$ cat config.mk
export PLATFORM = sky130hd
export DESIGN_NAME = least_squares_line_fit
export DESIGN_NICKNAME = d
export VERILOG_FILES = /design/src/hw/rtl/lsf_pkg.sv /design/src/hw/rtl/lsf_front.sv /design/src/hw/rtl/lsf_queue.sv /design/src/hw/rtl/lsf_back.sv /design/src/hw/rtl/least_squares_line_fit.sv
export SDC_FILE = /design/constraint.sdc
export NUM_CORES = 2
export LEC_CHECK = 0
export BUFFER_PORTS_ARGS = -buffer_cell sky130_fd_sc_hd__buf_2
export CAP_MARGIN = 20
export CELL_PAD_IN_SITES_DETAIL_PLACEMENT = 1
export CELL_PAD_IN_SITES_GLOBAL_PLACEMENT = 1
export CORE_AREA = 10 10 353 696
export CTS_CLUSTER_DIAMETER = 80
export DETAILED_ROUTE_END_ITERATION = 7
export DIE_AREA = 0 0 363 706
export PLACE_DENSITY = 0.7
export SLEW_MARGIN = 0
export SYNTH_ARGS = -nofsm -noshare
export SYNTH_HDL_FRONTEND = slang
export SYNTH_SLANG_ARGS = --single-unit
$ cat constraint.sdc
create_clock -name clk -period 26.6 [get_ports clk]
set_input_delay 5.32 -clock clk [delete_from_list [all_inputs] [get_ports clk]]
set_output_delay 5.32 -clock clk [all_outputs]
set_load 0.02 [all_outputs]
$ cat src/hw/rtl/lsf_pkg.sv
`timescale 1ns / 1ps
package lsf_pkg;

  localparam int MAX_POINTS_DEF = 256;
  localparam int QUEUE_DEPTH = 4;

  typedef struct packed {
    logic signed [15:0] sample_x;
    logic signed [15:0] sample_y;
    logic               last_point;
  } sample_t;

  typedef struct packed {
    logic signed [47:0] slope;
    logic signed [47:0] intercept;
    logic [8:0]         point_count;
    logic               degenerate;
    logic               overflowed;
  } result_t;

  typedef struct packed {
    logic signed [15:0] x;
    logic signed [15:0] y;
    logic               keep;
    logic               last;
  } item_t;

endpackage

$ cat src/hw/rtl/lsf_front.sv
`timescale 1ns / 1ps
module lsf_front import lsf_pkg::*; #(
  parameter int MAX_POINTS = MAX_POINTS_DEF
) (
  input  logic    clk,
  input  logic    rst,
  input  logic    start,
  input  sample_t sample,
  input  logic    full,
  output logic    busy,
  output logic    push,
  output item_t   item
);

  localparam int CW = $clog2(MAX_POINTS + 1);

  logic [CW-1:0] count;
  logic          keep;

  assign busy = full;
  assign push = start && !full;
  assign keep = count < CW'(MAX_POINTS);

  assign item.x    = sample.sample_x;
  assign item.y    = sample.sample_y;
  assign item.keep = keep;
  assign item.last = sample.last_point;

  always_ff @(posedge clk) begin
    if (rst) begin
      count <= '0;
    end else if (push) begin
      if (sample.last_point) begin
        count <= '0;
      end else if (keep) begin
        count <= count + CW'(1);
      end
    end
  end

endmodule

$ cat src/hw/rtl/lsf_queue.sv
`timescale 1ns / 1ps
module lsf_queue import lsf_pkg::*; (
  input  logic  clk,
  input  logic  rst,
  input  logic  push,
  input  item_t wr_item,
  input  logic  pop,
  output item_t rd_item,
  output logic  full,
  output logic  valid
);

  localparam int AW = $clog2(QUEUE_DEPTH);

  item_t         slots [QUEUE_DEPTH];
  logic [AW-1:0] wr_ptr;
  logic [AW-1:0] rd_ptr;
  logic [AW:0]   fill;

  assign full    = fill == (AW+1)'(QUEUE_DEPTH);
  assign valid   = fill != '0;
  assign rd_item = slots[rd_ptr];

  always_ff @(posedge clk) begin
    if (push) begin
      slots[wr_ptr] <= wr_item;
    end
  end

  always_ff @(posedge clk) begin
    if (rst) begin
      wr_ptr <= '0;
      rd_ptr <= '0;
      fill   <= '0;
    end else begin
      if (push) begin
        wr_ptr <= wr_ptr + AW'(1);
      end
      if (pop) begin
        rd_ptr <= rd_ptr + AW'(1);
      end
      if (push && !pop) begin
        fill <= fill + (AW+1)'(1);
      end else if (pop && !push) begin
        fill <= fill - (AW+1)'(1);
      end
    end
  end

endmodule

$ cat src/hw/rtl/lsf_back.sv
`timescale 1ns / 1ps
module lsf_back import lsf_pkg::*; #(
  parameter int MAX_POINTS = MAX_POINTS_DEF
) (
  input  logic    clk,
  input  logic    rst,
  input  item_t   item,
  input  logic    valid,
  output logic    pop,
  output logic    done,
  output result_t result
);

  localparam int CW  = $clog2(MAX_POINTS + 1);
  localparam int SXW = 16 + CW;
  localparam int SQW = 32 + CW;
  localparam int NW  = 33 + 2 * CW;
  localparam int PW  = 48 + SXW;
  localparam int DW  = (NW + 16 > PW + 2) ? NW + 16 : PW + 2;
  localparam int CTW = $clog2(DW);

  typedef enum logic [7:0] {
    S_ACC  = 8'b00000001,
    S_MUL  = 8'b00000010,
    S_MULD = 8'b00000100,
    S_CHK  = 8'b00001000,
    S_DIVS = 8'b00010000,
    S_DIV  = 8'b00100000,
    S_DIVD = 8'b01000000,
    S_EMIT = 8'b10000000
  } state_t;

  typedef enum logic [2:0] {
    ST_NSXY,
    ST_SXSY,
    ST_NSXX,
    ST_SXSX,
    ST_SLSX,
    ST_SLOPE,
    ST_ICPT
  } step_t;

  state_t state;
  step_t  step;

  logic [CW-1:0]         n;
  logic signed [SXW-1:0] sx, sy;
  logic signed [SQW-1:0] sxx, sxy;
  logic                  dropped;

  logic signed [47:0]    ma;
  logic signed [SXW-1:0] mb;
  logic signed [PW-1:0]  acc;
  logic [CTW-1:0]        cnt;
  logic signed [NW-1:0]  num, den;
  logic signed [DW-1:0]  dvd;
  logic [DW-1:0]         mag;
  logic [NW-1:0]         rem, dvs;
  logic                  neg;
  logic signed [47:0]    slope_r, icpt_r;
  logic                  degen;

  logic signed [31:0]    pxx, pxy;
  logic signed [PW-1:0]  ax, addend, acc_n;
  logic [NW:0]           rem_sh, diff;
  logic                  ge;
  logic [DW-1:0]         limit, qs;
  logic signed [47:0]    quot;

  assign pop = (state == S_ACC) && valid;
  assign pxx = item.x * item.x;
  assign pxy = item.x * item.y;

  assign ax     = PW'(ma);
  assign addend = mb[SXW-1] ? ((cnt == CTW'(SXW - 1)) ? -ax : ax) : '0;
  assign acc_n  = (acc <<< 1) + addend;

  assign rem_sh = {rem, mag[DW-1]};
  assign diff   = rem_sh - {1'b0, dvs};
  assign ge     = !diff[NW];

  assign limit = neg ? (DW'(1) << 47) : ((DW'(1) << 47) - DW'(1));
  assign qs    = (mag > limit) ? limit : mag;
  assign quot  = neg ? -$signed(qs[47:0]) : $signed(qs[47:0]);

  assign done               = state == S_EMIT;
  assign result.slope       = slope_r;
  assign result.intercept   = icpt_r;
  assign result.point_count = 9'(n);
  assign result.degenerate  = degen;
  assign result.overflowed  = dropped;

  always_ff @(posedge clk) begin
    if (rst) begin
      state   <= S_ACC;
      n       <= '0;
      sx      <= '0;
      sy      <= '0;
      sxx     <= '0;
      sxy     <= '0;
      dropped <= 1'b0;
    end else begin
      unique case (state)
        S_ACC: begin
          if (valid) begin
            if (item.keep) begin
              n   <= n + CW'(1);
              sx  <= sx + SXW'(item.x);
              sy  <= sy + SXW'(item.y);
              sxx <= sxx + SQW'(pxx);
              sxy <= sxy + SQW'(pxy);
            end else begin
              dropped <= 1'b1;
            end
            if (item.last) begin
              ma    <= 48'(item.keep ? sxy + SQW'(pxy) : sxy);
              mb    <= SXW'({1'b0, item.keep ? n + CW'(1) : n});
              acc   <= '0;
              cnt   <= CTW'(SXW - 1);
              step  <= ST_NSXY;
              state <= S_MUL;
            end
          end
        end
        S_MUL: begin
          acc <= acc_n;
          mb  <= mb <<< 1;
          cnt <= cnt - CTW'(1);
          if (cnt == '0) begin
            state <= S_MULD;
          end
        end
        S_MULD: begin
          acc <= '0;
          cnt <= CTW'(SXW - 1);
          unique case (step)
            ST_NSXY: begin
              num   <= NW'(acc);
              ma    <= 48'(sx);
              mb    <= sy;
              step  <= ST_SXSY;
              state <= S_MUL;
            end
            ST_SXSY: begin
              num   <= num - NW'(acc);
              ma    <= 48'(sxx);
              mb    <= SXW'({1'b0, n});
              step  <= ST_NSXX;
              state <= S_MUL;
            end
            ST_NSXX: begin
              den   <= NW'(acc);
              ma    <= 48'(sx);
              mb    <= sx;
              step  <= ST_SXSX;
              state <= S_MUL;
            end
            ST_SXSX: begin
              den   <= den - NW'(acc);
              state <= S_CHK;
            end
            default: begin
              dvd   <= (DW'(sy) <<< 16) - DW'(acc);
              dvs   <= NW'({1'b0, n});
              step  <= ST_ICPT;
              state <= S_DIVS;
            end
          endcase
        end
        S_CHK: begin
          degen <= (n < CW'(2)) || den[NW-1] || (den == '0);
          if ((n < CW'(2)) || den[NW-1] || (den == '0)) begin
            slope_r <= '0;
            icpt_r  <= '0;
            state   <= S_EMIT;
          end else begin
            dvd   <= DW'(num) <<< 16;
            dvs   <= den;
            step  <= ST_SLOPE;
            state <= S_DIVS;
          end
        end
        S_DIVS: begin
          neg   <= dvd[DW-1];
          mag   <= dvd[DW-1] ? DW'(-dvd) : DW'(dvd);
          rem   <= '0;
          cnt   <= CTW'(DW - 1);
          state <= S_DIV;
        end
        S_DIV: begin
          rem <= ge ? diff[NW-1:0] : rem_sh[NW-1:0];
          mag <= {mag[DW-2:0], ge};
          cnt <= cnt - CTW'(1);
          if (cnt == '0) begin
            state <= S_DIVD;
          end
        end
        S_DIVD: begin
          if (step == ST_SLOPE) begin
            slope_r <= quot;
            ma      <= quot;
            mb      <= sx;
            acc     <= '0;
            cnt     <= CTW'(SXW - 1);
            step    <= ST_SLSX;
            state   <= S_MUL;
          end else begin
            icpt_r <= quot;
            state  <= S_EMIT;
          end
        end
        S_EMIT: begin
          n       <= '0;
          sx      <= '0;
          sy      <= '0;
          sxx     <= '0;
          sxy     <= '0;
          dropped <= 1'b0;
          state   <= S_ACC;
        end
        default: begin
          state <= S_ACC;
        end
      endcase
    end
  end

endmodule

$ cat src/hw/rtl/least_squares_line_fit.sv
`timescale 1ns / 1ps
// Least-squares straight-line fit over a stream of signed 16-bit points.
// Input: a beat of sample (x, y, last_point) is taken on a rising edge with
// start high and busy low. Each beat enters a four-entry queue; the back end
// folds one point per cycle, while no fit is running, into the count and
// the sums of x, y, x*x, x*y. Points past MAX_POINTS are dropped and
// reported through overflowed. A beat with last_point starts the fit: five
// shift-add multiplies and two restoring divisions, one quotient bit per
// cycle; a degenerate fit ends after the fourth multiply. Points sent
// meanwhile wait in the queue, and busy rises only once the queue is full.
// Output: done is high for one cycle with result valid; the receiver takes it
// on that cycle and cannot hold it off. Slope and intercept are Q31.16,
// saturated to 48 bits; degenerate fits report zero.
// Reset (synchronous, active high) empties the queue and clears all sums.
module least_squares_line_fit import lsf_pkg::*; #(
  parameter int MAX_POINTS = MAX_POINTS_DEF
) (
  input  logic    clk,
  input  logic    rst,
  input  logic    start,
  output logic    busy,
  input  sample_t sample,
  output logic    done,
  output result_t result
);

  item_t front_item, queue_item;
  logic  push, pop, full, valid;

  lsf_front #(.MAX_POINTS(MAX_POINTS)) u_front (
    .clk(clk), .rst(rst), .start(start), .sample(sample), .full(full),
    .busy(busy), .push(push), .item(front_item)
  );

  lsf_queue u_queue (
    .clk(clk), .rst(rst), .push(push), .wr_item(front_item), .pop(pop),
    .rd_item(queue_item), .full(full), .valid(valid)
  );

  lsf_back #(.MAX_POINTS(MAX_POINTS)) u_back (
    .clk(clk), .rst(rst), .item(queue_item), .valid(valid), .pop(pop),
    .done(done), .result(result)
  );

endmodule
==> impl_metrics.ini <==
[cells_and_area]
fin_util = 0.381
drive_above_1_share = 0.0693
area_growth_syn_to_layout_pct = 9.63
final.fill_count = 26800
final_nets = 10000
multi_input_area_um2 = 51300
seqCellArea_um2 = 25700

[yosys]
ys_seq_elements = 911
ys_types = 95
yosysWarnings = 0
ys_async_sr_fraction = 0
syn_nets = 9984
synth_area_um2 = 81400
synth_ff_type = edfxtp_1
synth_edf_count = 743
synth_cells = 8729
ys_seq_area_frac = 0.315
syn_avg_cell_area_um2 = 9.33

[outcome]
outcome = finished, final reports clean

[die]
die-width_um = 363
die_height_um = 706
num_rows = 251
core_area_um2 = 234000
die_area_um2 = 256000
start_util = 0.348
boundaryPins = 145

[clocking]
cts_num_sinks = 911
root_buffer = clkbuf_16
clk_pin_slew_ns = 0.07
cts_max_level = 3
tritoncts.num_buffers = 97
cts_tree = built
postCtsResizedCells = 0
ctsHoldBuffers = 0
post-cts-setup-buffers = 0
cts_buffer_depth = 3
clock_latency_ns = 0.76

[grt]
grt_usage = 0.249
antenna_found_initial = 10
grt_pass1_wl_um = 479000
grt-ovfl-total = 0
grt_max_degree = 89
grt_pass1_vias = 75100

[detailed_routing]
drtIter0Drc = 3017
wl_um = 323000
drc_errors = 0
ant_nets = 0
avgRoutedWirePerCell_um = 27.1
via_per_inst = 5.67
first_pass_iters = 5
vias = 67500

[place]
dpl.hpwl_um = 261000
gp_congestion = 0.967
port-buffer-count = 144

[sta]
maxSlewViolCount = 0
tightest_slew_ns = 1.30
max_freq_ghz = 0.0763
setup-violations-final = 0
relSlewSlack = 0.133
min_period_ns = 13.11
fin_tns_setup_ns = 0
hold_violations = 0
fin_skew_ns = 0.0517
finalCritPeriodShare = 0.493
grt_setup_unrepaired = false

[worst_setup_path]
cp_slowest_cell = clkinv_1
crit_path_start_kind = flop
r2r_slack_ns = 13.49
critPathMaxFanout = 47
cp_data_arrival_time_ns = 13.57
critPathBufInv = 9
slowest_delay_ns = 0.80
cp-end-kind = flop
crit_required_ns = 27.06
critPathTopFamily = compound AO/OA/AOI/OAI gates
r2r_end = u_back.ma[47]
cp.depth = 38
rr_worst_depth = 38
critPathKind = flop to flop

[hold_path]
hold_depth = 2
hold_path.startpoint = u_back.sxx[39]
hold_end = u_back.sxx[39]
hold_path_class = flop to flop

[flow_run]
cap_violations = 0
==> worst max path at each step <==
stage,startpoint,endpoint
floorplan,rst,u_back.mag[0]
global placement,flop,u_back.ma[39]
detailed placement,flop,u_back.ma[47]
CTS,flop,u_back.ma[47]
global route,flop,u_back.ma[47]
finish,flop,u_back.ma[47]
==> metrics by stage <==
step / hold slack [ns] / worst slack, ns / cells / cell area (um2)
6_report: 0.492 / 13.49 / 11900 / 89200
3_5_place_dp: 0.484 / 13.38 / 11700 / 85900
5_1_grt: 0.503 / 12.76 / 11900 / 89200
2_1_floorplan: 0.424 / 13.96 / 8729 / 81400
3_3_place_gp: 0.469 / 13.45 / 11700 / 85900
4_1_cts: 0.494 / 13.26 / 11900 / 89100
==> state kept, by name, indices dropped and copies added (netlist names), 2 cells and up, named ones only <==
| signal | cells |
|---|---|
| u_queue.slots | 136 |
| u_back.mag | 75 |
| u_back.dvd | 74 |
| u_back.acc | 73 |
| u_back.den | 51 |
| u_back.dvs | 51 |
| u_back.num | 51 |
| u_back.rem | 51 |
| u_back.icpt_r | 48 |
| u_back.ma | 48 |
| u_back.slope_r | 48 |
| u_back.sxx | 41 |
| u_back.sxy | 41 |
| u_back.mb | 25 |
| u_back.sx | 25 |
| u_back.sy | 25 |
| u_back.n | 9 |
| u_front.count | 9 |
| u_back.state | 8 |
| u_back.cnt | 7 |
| u_back.step | 3 |
| u_queue.fill | 3 |
| u_queue.rd_ptr | 2 |
| u_queue.wr_ptr | 2 |
==> worst register-to-register path: cells and delay by family (launching register included) <==
family | cells | cell delay [ns]
compound gates | 12 | 3.91
fa+ha+maj | 8 | 3.06
buf+inv | 9 | 2.35
simple gates | 7 | 1.97
xor+xnor | 1 | 0.55
flops | 1 | 0.51
mux | 1 | 0.45
==> cells in the mapped netlist, drive strengths merged (31+ instances only) <==
| library cell | n | area [um2] |
|---|---|---|
| a211oi | 51 | 388 |
| a21o | 246 | 1850 |
| a21oi | 599 | 3010 |
| a22oi | 47 | 353 |
| a31oi | 67 | 425 |
| and2 | 141 | 882 |
| and3 | 52 | 325 |
| clkbuf | 318 | 1190 |
| dfxtp | 168 | 3360 |
| edfxtp | 743 | 22300 |
| fa | 578 | 11600 |
| ha | 641 | 8020 |
| inv | 882 | 3310 |
| mux2 | 41 | 462 |
| mux2i | 92 | 921 |
| nand2 | 901 | 3380 |
| nand2b | 80 | 503 |
| nand3 | 193 | 971 |
| nand4 | 67 | 419 |
| nor2 | 687 | 2580 |
| nor2b | 51 | 319 |
| nor3 | 98 | 513 |
| nor4 | 56 | 357 |
| o211ai | 37 | 283 |
| o21a | 83 | 623 |
| o21ai | 613 | 3070 |
| o21bai | 68 | 510 |
| o31ai | 66 | 500 |
| or3 | 75 | 489 |
| or4 | 31 | 240 |
| xnor2 | 294 | 2570 |
| xor2 | 251 | 2200 |
==> placed cells by master (no fill, tap or decap), types with 71 or more instances in the layout <==
cell type    n
a21oi_1    590
o21ai_0    576
buf_4      143
nand3_1    192
xnor2_1    293
nand2b_1    79
clkbuf_16   99
nor3_1      94
nor2_1     680
and2_1     137
buf_2      147
o21a_1      82
nand2_1    900
or3_1       71
mux2i_1     92
dfxtp_1    166
a21o_1     246
fa_1       577
inv_1      882
ha_1       641
edfxtp_1   743
xor2_1     251
==> cell type report <==
class                   count  area share
diodes                      8    0.000224
clock buffers             121      0.0290
clock inverters            58     0.00621
inverters                 893      0.0376
multi-input cells        6577       0.575
flip-flops and latches    911       0.288
well taps                3036      0.0426
repair buffers            298      0.0215
==> layer usage <==
| layer | global-route usage | part of all wire | up-vias | wire length [um] |
|---|---|---|---|---|
| li1 | - | - | 30500 | - |
| met1 | 0.224 | 0.32 | 34200 | 103000 |
| met2 | 0.470 | 0.54 | 1700 | 173000 |
| met3 | 0.0315 | 0.029 | 1045 | 9420 |
| met4 | 0.237 | 0.12 | 2 | 37300 |
| met5 | 0 | 0.000040 | - | 13 |
==> kinds of logic (layout without fill, tap and decap cells) <==
logic type / Yosys count / in the layout / synth area share
simple gates: 2538 / 2538 / 0.145
compound gates: 2132 / 2132 / 0.163
buf+inv: 1241 / 1370 / 0.0575
fa+ha+maj: 1219 / 1219 / 0.241
flops: 911 / 911 / 0.315
xor+xnor: 545 / 545 / 0.0586
mux: 143 / 143 / 0.0198
other cells: 0 / 8 / 0
Power is not shown: default switching activity piles up to over one toggle a cycle in this logic, so the estimate is an artifact.
